==> src/sv/cbpc_pkg.sv <==
// cbpc_pkg: shared types, constants and helper functions for the
// configuration bitstream packet checker; no dependencies
package cbpc_pkg;

    localparam logic [31:0] SYNC_WORD   = 32'hAA99_5566;
    localparam logic [15:0] CRC_POLY    = 16'h8005;
    localparam logic [15:0] CRC_INIT    = 16'hFFFF;
    localparam int          REG_W       = 14;
    localparam int          COUNT_W     = 27;
    localparam int          COUNT1_W    = 11;
    localparam logic [2:0]  TYPE_ONE    = 3'd1;
    localparam logic [2:0]  TYPE_TWO    = 3'd2;
    localparam logic [1:0]  OP_NOP      = 2'd0;
    localparam logic [1:0]  OP_WRITE    = 2'd2;
    localparam logic [REG_W-1:0] REG_CRC = 14'd0;
    localparam logic [REG_W-1:0] REG_FDRI = 14'd2;
    localparam logic [REG_W-1:0] REG_CMD  = 14'd4;
    localparam logic [31:0] CMD_RCRC    = 32'd7;

    // result kind codes
    typedef enum logic [3:0] {
        KIND_PRESYNC = 4'd0,
        KIND_SYNC    = 4'd1,
        KIND_HEADER  = 4'd2,
        KIND_DATA    = 4'd3,
        KIND_AUTOCRC = 4'd4,
        KIND_BADTYPE = 4'd5,
        KIND_BADOP   = 4'd6,
        KIND_T2ERR   = 4'd7,
        KIND_HALTED  = 4'd8
    } cbpc_kind_t;

    // parser state carried between words
    typedef struct packed {
        logic               synced;
        logic               halted;
        logic [15:0]        crc;
        logic [REG_W-1:0]   cur_reg;
        logic [COUNT_W-1:0] last_count;
        logic [COUNT_W-1:0] words_left;
        logic               autocrc_pending;
    } cbpc_state_t;

    // one result item
    typedef struct packed {
        cbpc_kind_t         kind;
        logic [31:0]        word_value;
        logic [15:0]        crc_value;
        logic               crc_is_zero;
        logic               packet_end;
        logic [REG_W-1:0]   reg_address;
        logic [COUNT_W-1:0] word_count;
        logic [3:0]         command_code;
    } cbpc_result_t;

    localparam cbpc_state_t STATE_RESET = '{
        synced: 1'b0, halted: 1'b0, crc: CRC_INIT, cur_reg: '0,
        last_count: '0, words_left: '0, autocrc_pending: 1'b0
    };

    // reverse the bit order inside each byte, byte positions kept
    function automatic logic [31:0] flip_bytes(input logic [31:0] w);
        logic [31:0] o;
        o = '0;
        for (int b = 0; b < 4; b++) begin
            for (int i = 0; i < 8; i++) begin
                o[8*b + 7 - i] = w[8*b + i];
            end
        end
        return o;
    endfunction

    // shift nbits of data, lsb first, into the crc
    function automatic logic [15:0] crc_shift(input logic [15:0] crc,
                                              input logic [31:0] data,
                                              input int          nbits);
        logic [15:0] c;
        logic        fb;
        c = crc;
        for (int i = 0; i < 32; i++) begin
            if (i < nbits) begin
                fb = c[15] ^ data[i];
                c  = {c[14:0], 1'b0};
                if (fb) begin
                    c = c ^ CRC_POLY;
                end
            end
        end
        return c;
    endfunction

endpackage

==> src/sv/config_bitstream_packet_checker_core.sv <==
// config_bitstream_packet_checker_core: an accepted input transaction goes
// through the input register, the per-word parse and crc logic and the
// result register to its result on the master side; throughput one word
// per cycle unless m_tready stalls; 37 crc bit steps unrolled per word
// reset (aresetn low, synchronous) empties both registers and returns the
// parser to hunting for sync with the crc at 0xffff
module config_bitstream_packet_checker_core import cbpc_pkg::*; (
    input  logic         aclk,
    input  logic         aresetn,
    // slave side: raw configuration words
    input  logic         s_tvalid,
    output logic         s_tready,
    input  logic [31:0]  s_tdata,   // raw_word[31:0]
    input  logic         s_tlast,   // end_of_stream
    // master side: one result per word
    output logic         m_tvalid,
    input  logic         m_tready,
    output logic [95:0]  m_tdata,   // word_value[31:0], crc_value[47:32],
                                    // crc_is_zero[48], reg_address[62:49],
                                    // word_count[89:63], command_code[93:90],
                                    // zero fill[95:94]
    output logic [3:0]   m_tuser,   // kind[3:0]
    output logic         m_tlast    // packet_end
);

    // input register
    logic         in_valid_reg;
    logic [31:0]  in_word_reg;
    logic         in_eos_reg;

    // parser state and result register
    cbpc_state_t  state_reg;
    cbpc_state_t  state_next;
    cbpc_result_t res_next;
    cbpc_result_t res_reg;
    logic         out_valid_reg;

    logic         out_free;
    logic         advance;

    // result register can load when empty or being drained this cycle
    assign out_free = !out_valid_reg || m_tready;
    assign advance  = in_valid_reg && out_free;
    assign s_tready = !in_valid_reg || advance;

    always_ff @(posedge aclk) begin
        if (!aresetn) begin
            in_valid_reg <= 1'b0;
        end else if (s_tready) begin
            in_valid_reg <= s_tvalid;
        end
    end

    // payload, no reset needed
    always_ff @(posedge aclk) begin
        if (s_tready && s_tvalid) begin
            in_word_reg <= s_tdata;
            in_eos_reg  <= s_tlast;
        end
    end

    cbpc_parser u_parser (
        .cur           (state_reg),
        .raw_word      (in_word_reg),
        .end_of_stream (in_eos_reg),
        .nxt           (state_next),
        .res           (res_next)
    );

    // state moves only when a word passes into the result register
    always_ff @(posedge aclk) begin
        if (!aresetn) begin
            state_reg     <= STATE_RESET;
            out_valid_reg <= 1'b0;
        end else begin
            if (advance) begin
                state_reg <= state_next;
            end
            if (out_free) begin
                out_valid_reg <= in_valid_reg;
            end
        end
    end

    always_ff @(posedge aclk) begin
        if (advance) begin
            res_reg <= res_next;
        end
    end

    assign m_tvalid = out_valid_reg;
    assign m_tuser  = res_reg.kind;
    assign m_tlast  = res_reg.packet_end;
    assign m_tdata  = {2'b00, res_reg.command_code, res_reg.word_count,
                       res_reg.reg_address, res_reg.crc_is_zero,
                       res_reg.crc_value, res_reg.word_value};

endmodule

==> src/sv/cbpc_parser.sv <==
// cbpc_parser: per-word next-state and result logic of the packet checker
// depends on cbpc_pkg
module cbpc_parser import cbpc_pkg::*; (
    input  cbpc_state_t  cur,
    input  logic [31:0]  raw_word,
    input  logic         end_of_stream,
    output cbpc_state_t  nxt,
    output cbpc_result_t res
);

    logic [31:0]        v;
    logic [2:0]         ptype;
    logic [1:0]         op;
    cbpc_kind_t         kind;
    logic               pend;
    logic [3:0]         cmd;
    cbpc_state_t        st;
    logic [COUNT_W-1:0] wl_dec;

    assign v      = flip_bytes(raw_word);
    assign ptype  = v[31:29];
    assign op     = v[28:27];
    assign wl_dec = cur.words_left - COUNT_W'(1);

    always_comb begin
        st   = cur;
        kind = KIND_HEADER;
        pend = 1'b0;
        cmd  = 4'd0;
        if (cur.halted) begin
            kind = KIND_HALTED;
        end else if (!cur.synced) begin
            if (v == SYNC_WORD) begin
                st.synced = 1'b1;
                kind      = KIND_SYNC;
            end else begin
                kind = KIND_PRESYNC;
            end
        end else if (cur.autocrc_pending) begin
            st.crc             = crc_shift(cur.crc, {16'd0, v[15:0]}, 16);
            st.autocrc_pending = 1'b0;
            kind               = KIND_AUTOCRC;
            pend               = 1'b1;
        end else if (cur.words_left != '0) begin
            st.crc = crc_shift(crc_shift(cur.crc, v, 32),
                               {27'd0, cur.cur_reg[4:0]}, 5);
            if (cur.cur_reg == REG_CMD) begin
                cmd = v[3:0];
                if (v == CMD_RCRC) begin
                    st.crc = 16'd0;
                end
            end
            st.words_left = wl_dec;
            kind          = KIND_DATA;
            if (wl_dec == '0) begin
                if (cur.cur_reg == REG_FDRI && cur.last_count != '0) begin
                    st.autocrc_pending = 1'b1;
                end else begin
                    pend = 1'b1;
                end
            end
        end else begin
            if (ptype == TYPE_ONE) begin
                st.last_count = COUNT_W'(v[COUNT1_W-1:0]);
                st.cur_reg    = v[26:13];
            end else if (ptype == TYPE_TWO) begin
                if (cur.last_count != '0) begin
                    kind      = KIND_T2ERR;
                    st.halted = 1'b1;
                end else begin
                    st.last_count = v[COUNT_W-1:0];
                end
            end else begin
                kind      = KIND_BADTYPE;
                st.halted = 1'b1;
            end
            if (kind == KIND_HEADER && op != OP_NOP && op != OP_WRITE) begin
                kind      = KIND_BADOP;
                st.halted = 1'b1;
            end
            if (kind == KIND_HEADER) begin
                st.words_left = st.last_count;
                pend          = (st.last_count == '0);
            end
        end
    end

    assign res.kind         = kind;
    assign res.word_value   = v;
    assign res.crc_value    = st.crc;
    assign res.crc_is_zero  = (st.crc == 16'd0);
    assign res.packet_end   = pend;
    assign res.reg_address  = st.cur_reg;
    assign res.word_count   = st.last_count;
    assign res.command_code = cmd;

    // end of stream: result as usual, then back to hunting for sync
    assign nxt = end_of_stream ? STATE_RESET : st;

endmodule

==> config.mk <==
export PLATFORM = sky130hd
export DESIGN_NAME = config_bitstream_packet_checker_core
export DESIGN_NICKNAME = d
export VERILOG_FILES = /design/src/sv/cbpc_pkg.sv /design/src/sv/config_bitstream_packet_checker_core.sv /design/src/sv/cbpc_parser.sv
export SDC_FILE = /design/constraint.sdc
export NUM_CORES = 1
export LEC_CHECK = 0
export BUFFER_PORTS_ARGS = -buffer_cell sky130_fd_sc_hd__buf_4
export CAP_MARGIN = 30
export CORE_MARGIN = 3
export CORE_UTILIZATION = 55
export CTS_BUF_LIST = sky130_fd_sc_hd__clkbuf_16
export DETAILED_ROUTE_END_ITERATION = 10
export GPL_TIMING_DRIVEN = 0
export PLACE_DENSITY = 0.76
export SYNTH_ARGS = -nofsm -noshare
export SYNTH_HDL_FRONTEND = slang
export SYNTH_SLANG_ARGS = --single-unit
==> constraint.sdc <==
create_clock -name aclk -period 7.68 [get_ports aclk]
set_clock_uncertainty 0.2 [all_clocks]
set_input_delay 0.768 -clock aclk [delete_from_list [all_inputs] [get_ports aclk]]
set_output_delay 0.768 -clock aclk [all_outputs]
set_load 0.03 [all_outputs]
# After elaboration in Yosys (flattened, before gate mapping)
# Index checks and enable logic that the tools add are counted.
[op_classes]
bitwise = 107
addsub = 1
reduce_logical = 22
mux = 293
n_eq_ne = 11
[ops]
columns = ["operator", "count"]
rows = [
  ["$mux W16", 245],
  ["$mux W27", 9],
  ["$mux W87", 2],
  ["$not A3 Y3", 52],
  ["$mux W86", 1],
  ["$mux W68", 1],
  ["$logic_not A27 Y1", 2],
  ["$reduce_bool A27 Y1", 2],
  ["$mux W4", 13],
  ["$xor A1 B1 Y1", 52],
  ["$mux W41", 1],
  ["$eq A32 B3 Y1 const B", 1],
  ["$eq A32 B32 Y1 const B", 1],
  ["$sub A27 B1 Y27 const B", 1],
  ["$mux W1", 18],
  ["$logic_not A16 Y1", 1],
  ["$eq A14 B2 Y1 const B", 1],
  ["$eq A14 B3 Y1 const B", 1],
  ["$mux W14", 1],
  ["$eq A4 B2 Y1 const B", 2],
  ["$mux W3", 2],
  ["$ne A2 B2 Y1 const B", 3],
  ["$logic_and A1 B1 Y1", 5],
  ["$reduce_and A5 Y1", 1],
  ["11 further kinds", 16],
]
[totals]
input_bits = 37
out_inout_bits = 103
word_cells = 453
register_bits = 221

# Longest topological paths before layout
# Gate-level depths: netlist (run 1).
[logic_depth]
ltp_word = 225
ltp_mapped = 14
ltp_nobuf = 11

# Hierarchy
# A second synthesis (run 1) with hierarchy kept.
[hier_totals]
hier_cells = 1226
hier_area_um2 = 12157.9
[by_module_without_submodules]
columns = ["mod", "cells_per_inst", "n_inst", "area_each_um2", "seq_area_each_um2"]
rows = [
  ["config_bitstream_packet_checker_core", 525, 1, 7612.3, 5745.5],
  ["cbpc_parser", 701, 1, 4545.6, 0.0],
]

# Worst setup path after synthesis (run 1)
# OpenSTA, ideal clock, no wires.
[synth_path]
kind = "in2reg"
start = "input port m_tready"
end = "register state_reg[61] in the netlist's numbering"
arrival_time_ns = 5.598
cell_stages = 9
required_time_ns = 7.361
slack_ns = 1.764
setup_time_ns = 0.119
cell_sequence = "nor2b_1 -> nand2b_1 -> clkbuf_1 -> inv_1 -> clkbuf_1 -> o21ai_0 -> clkbuf_1 -> a22oi_1 -> nor2b_1"
[synth_via]
elab_chain_len = 2
[synth_rtl]
columns = ["item", "line", "source"]
rows = [
  ["from (decl)", "config_bitstream_packet_checker_core.sv:17", "input logic m_tready,"],
  ["$logic_or A1 B1 Y1", "config_bitstream_packet_checker_core.sv:42", "assign out_free = !out_valid_reg || m_tready;"],
  ["$logic_and A1 B1 Y1", "config_bitstream_packet_checker_core.sv:43", "assign advance = in_valid_reg && out_free;"],
  ["net advance", "config_bitstream_packet_checker_core.sv:39", "logic advance;"],
  ["to (signal assigned)", "config_bitstream_packet_checker_core.sv:77", "state_reg <= state_next;"],
  ["to (decl)", "config_bitstream_packet_checker_core.sv:32", "cbpc_state_t state_reg;"],
]
# The timed path passes the listed nets, and every way through them passes these cells.
# A chain may end at the register's enable or synchronous reset.

==> flow_summary_export.csv, run 1 <==
group,metric,value,unit
cts,cts_setup_buffers,0,
die,rows,51,
timing,fmax,0.234,GHz
die,num_io_pins,140,
power,ir_drop,0.214,mV
power,leakage,4.92,nW
detailed_routing,dr.pass1.iters,6,
min_path,min_path_type,"input pin to flip-flop",
synthesis,synth-edff-count,132,
timing,grt_setup_unrepaired,"false",
synthesis,synth.distinct_cells,69,
timing,hold_viol,0,
power,p_sw,0.876,mW
timing,setup_viol,0,
synthesis,yosysTopAreaCellShare,36.2,%
synthesis,yosysTopAreaCell,"edfxtp_1",
finish,largest_register_ffs,94,
critical_path,reg2reg_to,"m_tdata[48]",
timing,worst_pin_slew,1050,ps
cts,cts_hold_buf,0,
synthesis,synth_compound_area_share,12.9,%
synthesis,yosysWarnings,0,
finish,final_cell_mix,"buf_4 (138), edfxtp_1 (132), nand2_1 (94), dfxtp_1 (89), xnor2_1 (69)",
timing,relSlewSlack,29.2,%
timing,slew_viol_final,0,
synthesis,syn_inst,1019,
detailed_routing,ant_nets,0,
synthesis,synthXorXnorAreaFrac,11.3,%
flow_run,drv_cap,0,
critical_path,rr_worst_depth,10,
synthesis,synth_async_sr_flop_share,0,%
timing,tns,0,ps
finish,fin_util,67.5,%
synthesis,synth-simple-area-share,17.3,%
synthesis,synth-seq-cells,221,
critical_path,cp_max_fo,8,
cts,clock_latency,520,ps
power,p_int,2.36,mW
critical_path,worstSetupEndpointType,"flip-flop",
finish,nFillCells,1564,
die,start_util,56.1,%
cts,cts_tree,"done",
critical_path,start_kind,"flip-flop",
outcome,status,"completed",
power,powerDensity,245,nW/µm²
grt,grt_pass1_wl,48.6,mm
synthesis,synth_flop_cell,"edfxtp_1",
cts,cts.sinks,221,
place,port_buffers,136,
critical_path,rr_startpoint,"in_word_reg[7]",
timing,fin_ws,3400,ps
detailed_routing,dr.first_iter.drc_count,941,
die,die_area,21700,µm²
finish,synthToLayoutAreaGrowth,20.3,%
die,core_area,19500,µm²
critical_path,rrSetupSlack,3400,ps
synthesis,synth_area,11000,µm²
cts,max-clock-path-buffers,3,
synthesis,synthTopCellsByArea,"edfxtp_1 (36%), dfxtp_1 (16%), xnor2_1 (5.5%)",
critical_path,crit_type,"flip-flop to flip-flop",
min_path,min_path_cells,1,
synthesis,synth_top_family_by_area,"simple AND/OR/NAND/NOR gates",
cts,cts_buffers,24,
grt,grt_pass1_vias,8416,
synthesis,synthMuxAreaShare,2.66,%
critical_path,critPathRequiredTime,7800,ps
critical_path,crit_path_start,"in_word_reg[7]",
die,dieHeight,147,µm
finish,layout_commonest_cell,"buf_4",
place,dp_slack,3430,ps
power,pwr-share-comb,21.9,%
detailed_routing,via_count,8970,
die,die_width,147,µm
detailed_routing,drc,0,
cts,postCtsResizedCells,0,
cts,htree_levels,1,
power,clockPowerShare,36.8,%
grt,grt_max_degree,60,
cts,clockRootBuffer,"clkbuf_16",
finish,drive_above_1_share,18.0,%
synthesis,avgSynthCellArea,10.8,µm²
grt,gr-total-overflow,0,
power,p_seq_share,41.2,%
min_path,min_from,"s_tdata[20]",
timing,fin_crit_sh,55.8,%
power,swShare,27.1,%
finish,layout.nets,1224,
synthesis,synth_fa_ha_area_share,0.228,%
critical_path,crit_end,"m_tdata[48]",
grt,grtUsageTotal,28.5,%
detailed_routing,wl_per_cell,21.6,µm
finish,diodes,0,
timing,period_minus_slack,4280,ps
place,dp_hpwl,22.3,mm
detailed_routing,vias_per_cell,6.11,
grt,antenna_found_initial,0,
place,gp_congestion,0.932,
cts,clk_pin_slew,60,ps
detailed_routing,wirelength,31.8,mm
critical_path,cp.arrival,4410,ps
synthesis,ys_seq_area_share,52.4,%
==> critical path, stage by stage, from the launching register on <==
cell and delay [ps]:
edfxtp_1 370, clkbuf_1 420, xnor2_1 270, xnor2_1 500, xor3_1 480, xnor2_1 380, xnor3_1 540, xnor2_2 190
xnor2_1 310, o211ai_1 140, a2111oi_2 290
==> power groups by stage <==
stage	Sequential (mW)	Combinational (mW)	Clock [mW]
after floorplan	1.39	0.502	0
after global placement	1.36	0.690	0
after detailed placement	1.36	0.700	0
after CTS	1.33	0.703	1.21
after global routing	1.34	0.754	1.25
final	1.33	0.710	1.19
==> how the worst min path moves through the flow <==
| stage | slack, ps | endpoint |
|---|---|---|
| after global routing | 210 | in_word_reg[20] |
| after global placement | 230 | m_tdata[21] |
| final | 220 | in_word_reg[20] |
| after floorplan | 220 | m_tdata[0] |
| after CTS | 210 | in_word_reg[19] |
| after detailed placement | 230 | m_tdata[20] |
==> stage by stage <==
step / hold slack (ps) / std cells / power, mW / cell area [µm²]
global route: 206 / 1468 / 3.34 / 13200
finish: 222 / 1468 / 3.23 / 13200
floorplan: 224 / 1020 / 1.89 / 11000
global placement: 229 / 1421 / 2.05 / 12300
detailed placement: 231 / 1424 / 2.06 / 12400
CTS: 210 / 1468 / 3.24 / 13200
==> final cells by class <==
cell class / count / area [µm²] / area share, %
Tap cell: 265 / 332 / 2.52
Buffer: 72 / 290 / 2.20
Sequential cell: 221 / 5750 / 43.6
Inverter: 17 / 63.8 / 0.484
Clock inverter: 19 / 196 / 1.49
Clock buffer: 25 / 626 / 4.75
Multi-Input combinational cell: 710 / 4870 / 36.9
Timing Repair Buffer: 139 / 1060 / 8.03
==> logic make-up (layout without fill, tap and decap cells) <==
logic type,count (synthesis),in the layout
mux,27,27
other cells,1,2
flops,221,221
compound gates,209,209
xor+xnor,107,107
buf+inv,89,272
fa+ha+maj,2,2
simple gates,363,363
==> cells in the mapped netlist (3+ instances only) <==
| library cell | number |
|---|---|
| a211oi_1 | 7 |
| a21boi_0 | 6 |
| a21oi_1 | 51 |
| a221o_1 | 3 |
| a221oi_1 | 6 |
| a222oi_1 | 3 |
| a22o_1 | 8 |
| a22oi_1 | 42 |
| a32oi_1 | 4 |
| and2_1 | 15 |
| buf_1 | 3 |
| buf_2 | 6 |
| clkbuf_1 | 60 |
| dfxtp_1 | 89 |
| edfxtp_1 | 132 |
| inv_1 | 16 |
| mux2_2 | 17 |
| mux2i_1 | 10 |
| nand2_1 | 94 |
| nand2b_1 | 5 |
| nand3_1 | 22 |
| nand3b_1 | 3 |
| nand4_1 | 14 |
| nand4b_1 | 5 |
| nor2_1 | 59 |
| nor2b_1 | 61 |
| nor3_1 | 27 |
| nor3b_1 | 5 |
| nor4_1 | 27 |
| o211ai_1 | 14 |
| o21ai_0 | 32 |
| o21ai_1 | 3 |
| o22ai_1 | 3 |
| o31ai_1 | 6 |
| o41ai_1 | 3 |
| or2_2 | 4 |
| or3_1 | 8 |
| or4_1 | 6 |
| xnor2_1 | 69 |
| xnor3_1 | 15 |
| xor2_1 | 16 |
| xor3_1 | 5 |
==> layer usage <==
layer  up-vias  part of all wire (%)  GRT usage (%)
met5         -                     0              0
met4         0                   2.3           7.08
met3        61                    10           5.80
met2       508                    46           44.4
met1      4329                    42           41.4
li1       4072                     -              -
Note: power is estimated with default switching activity, not from simulation.
==> inputs of run 2 (changes only) <==
==> constraint.sdc (replaced) <==
create_clock -name aclk -period 4.35 [get_ports aclk]
set_clock_uncertainty 0.2 [all_clocks]
set_input_delay 0.435 -clock aclk [delete_from_list [all_inputs] [get_ports aclk]]
set_output_delay 0.435 -clock aclk [all_outputs]
set_load 0.03 [all_outputs]
==> flow_summary_export.csv, run 2 (synthesis results as in run 1) <==
group,metric,value,unit
outcome,status,"completed",
cts,cts.sinks,221,
cts,htree_levels,1,
power,p_total,5.48,mW
cts,cts_buffers,24,
timing,tns,0,ps
die,num_io_pins,140,
timing,period_minus_slack,4240,ps
detailed_routing,dr.first_iter.drc_count,1057,
die,die_width,147,µm
critical_path,cp_cell_sequence,"or4_1 -> or4_4 -> nor4_4 -> nor3_2 -> buf_2 -> a221oi_1 -> nand4_1 -> nor4_1 -> o211ai_1 -> a2111oi_2",
cts,clk_pin_slew,60,ps
critical_path,cp_slowest_cell,"or4_1",
finish,nFillCells,1504,
power,powerDensity,407,nW/µm²
critical_path,crit_type,"flip-flop to flip-flop",
timing,fin_crit_sh,97.4,%
critical_path,critPathRequiredTime,4480,ps
grt,grtUsageTotal,28.5,%
die,rows,51,
cts,clock_latency,530,ps
grt,grt_max_degree,56,
finish,layout_commonest_cell,"buf_4",
critical_path,start_kind,"flip-flop",
timing,worst_pin_slew,941,ps
finish,layout.nets,1259,
timing,fmax,0.236,GHz
detailed_routing,dr.pass1.iters,6,
die,die_area,21700,µm²
cts,clockRootBuffer,"clkbuf_16",
critical_path,worstSetupEndpointType,"flip-flop",
place,dp_hpwl,22.1,mm
timing,relSlewSlack,36.7,%
grt,grt_pass1_wl,48.3,mm
timing,fin_ws,114,ps
place,gp_congestion,0.945,
finish,drive_above_1_share,17.9,%
detailed_routing,vias_per_cell,6.00,
timing,hold_viol,0,
grt,grt_pass1_vias,8408,
die,core_area,19500,µm²
cts,cts_tree,"done",
place,port_buffers,136,
finish,largest_register_ffs,94,
detailed_routing,via_count,9011,
timing,whs,61.0,ps
detailed_routing,wirelength,31.9,mm
timing,slew_viol_final,0,
finish,synthToLayoutAreaGrowth,22.7,%
power,leakage,5.01,nW
grt,gr-total-overflow,0,
timing,setup_viol,0,
detailed_routing,ant_nets,0,
min_path,min_path_type,"input pin to flip-flop",
critical_path,max_stage_delay,620,ps
detailed_routing,drc,0,
critical_path,cp_max_fo,10,
finish,final_cell_mix,"buf_4 (140), edfxtp_1 (132), nand2_1 (93), dfxtp_1 (89), xnor2_1 (68)",
flow_run,drv_cap,0,
finish,diodes,0,
detailed_routing,wl_per_cell,21.3,µm
critical_path,cp.arrival,4370,ps
cts,max-clock-path-buffers,3,
place,dp_slack,137,ps
grt,antenna_found_initial,0,
power,ir_drop,0.343,mV
die,start_util,56.1,%
die,dieHeight,147,µm
run 2: power by group:
group          leakage [nW]  internal, mW  total, mW  switching [mW]
logic                  2.71         0.617       1.29           0.675
clock network         0.365          1.01       1.83           0.821
registers              1.93          2.29       2.36          0.0658
total                  5.01          3.92       5.48            1.56
run 2: repair_timing:
item | in CTS | in global routing
hold endpoints to repair | 34 | 0
setup buffers | 0 | 2
resized for setup | 0 | 4
endpoints found under the setup margin | 0 | 11
hold buffers | 34 | 0
run 2: critical path, delay by kind of cell, from the launching register on:
family	cells	cell delay, ps
AO/OA/AOI/OAI	3	1010
AND/OR/NAND/NOR	6	2240
flip-flops	1	360
buffers and inverters	1	230
run 2: final timing paths:
| check | depth (start not counted) | slack (ps) | start | endpoint |
|---|---|---|---|---|
| min reg2reg | 0 | 250 | in_word_reg[30] | m_tdata[25] |
| min | 3 | 60 | m_tready | m_tvalid |
| max reg2reg | 10 | 110 | state_reg[8] | m_tdata[48] |
| max | 10 | 110 | state_reg[8] | m_tdata[48] |
run 2: layer usage:
layer / global-route usage, % / up-vias / wire (µm) / share of wire, %
met5: 0 / - / 0 / 0
met4: 8.71 / 0 / 1030 / 3.2
met3: 5.15 / 68 / 3180 / 9.9
met2: 44.6 / 527 / 14200 / 45
met1: 40.9 / 4289 / 13500 / 42
li1: - / 4127 / - / -
run 2: through the flow:
| step | area, µm² | utilization, % | cells |
|---|---|---|---|
| global placement | 12300 | 63.1 | 1421 |
| global route | 13500 | 68.9 | 1503 |
| CTS | 13400 | 68.7 | 1502 |
| finish | 13500 | 68.9 | 1503 |
| floorplan | 11000 | - | 1020 |
| detailed placement | 12400 | 63.3 | 1424 |
run 2: area by class of cell:
class	instances	area, µm²	area share (%)
Sequential cell	221	5750	42.7
Multi-Input combinational cell	710	4900	36.4
Timing Repair Buffer	175	1410	10.5
Clock buffer	24	601	4.47
Tap cell	265	332	2.47
Buffer	71	287	2.13
Clock inverter	20	113	0.837
Inverter	17	63.8	0.474
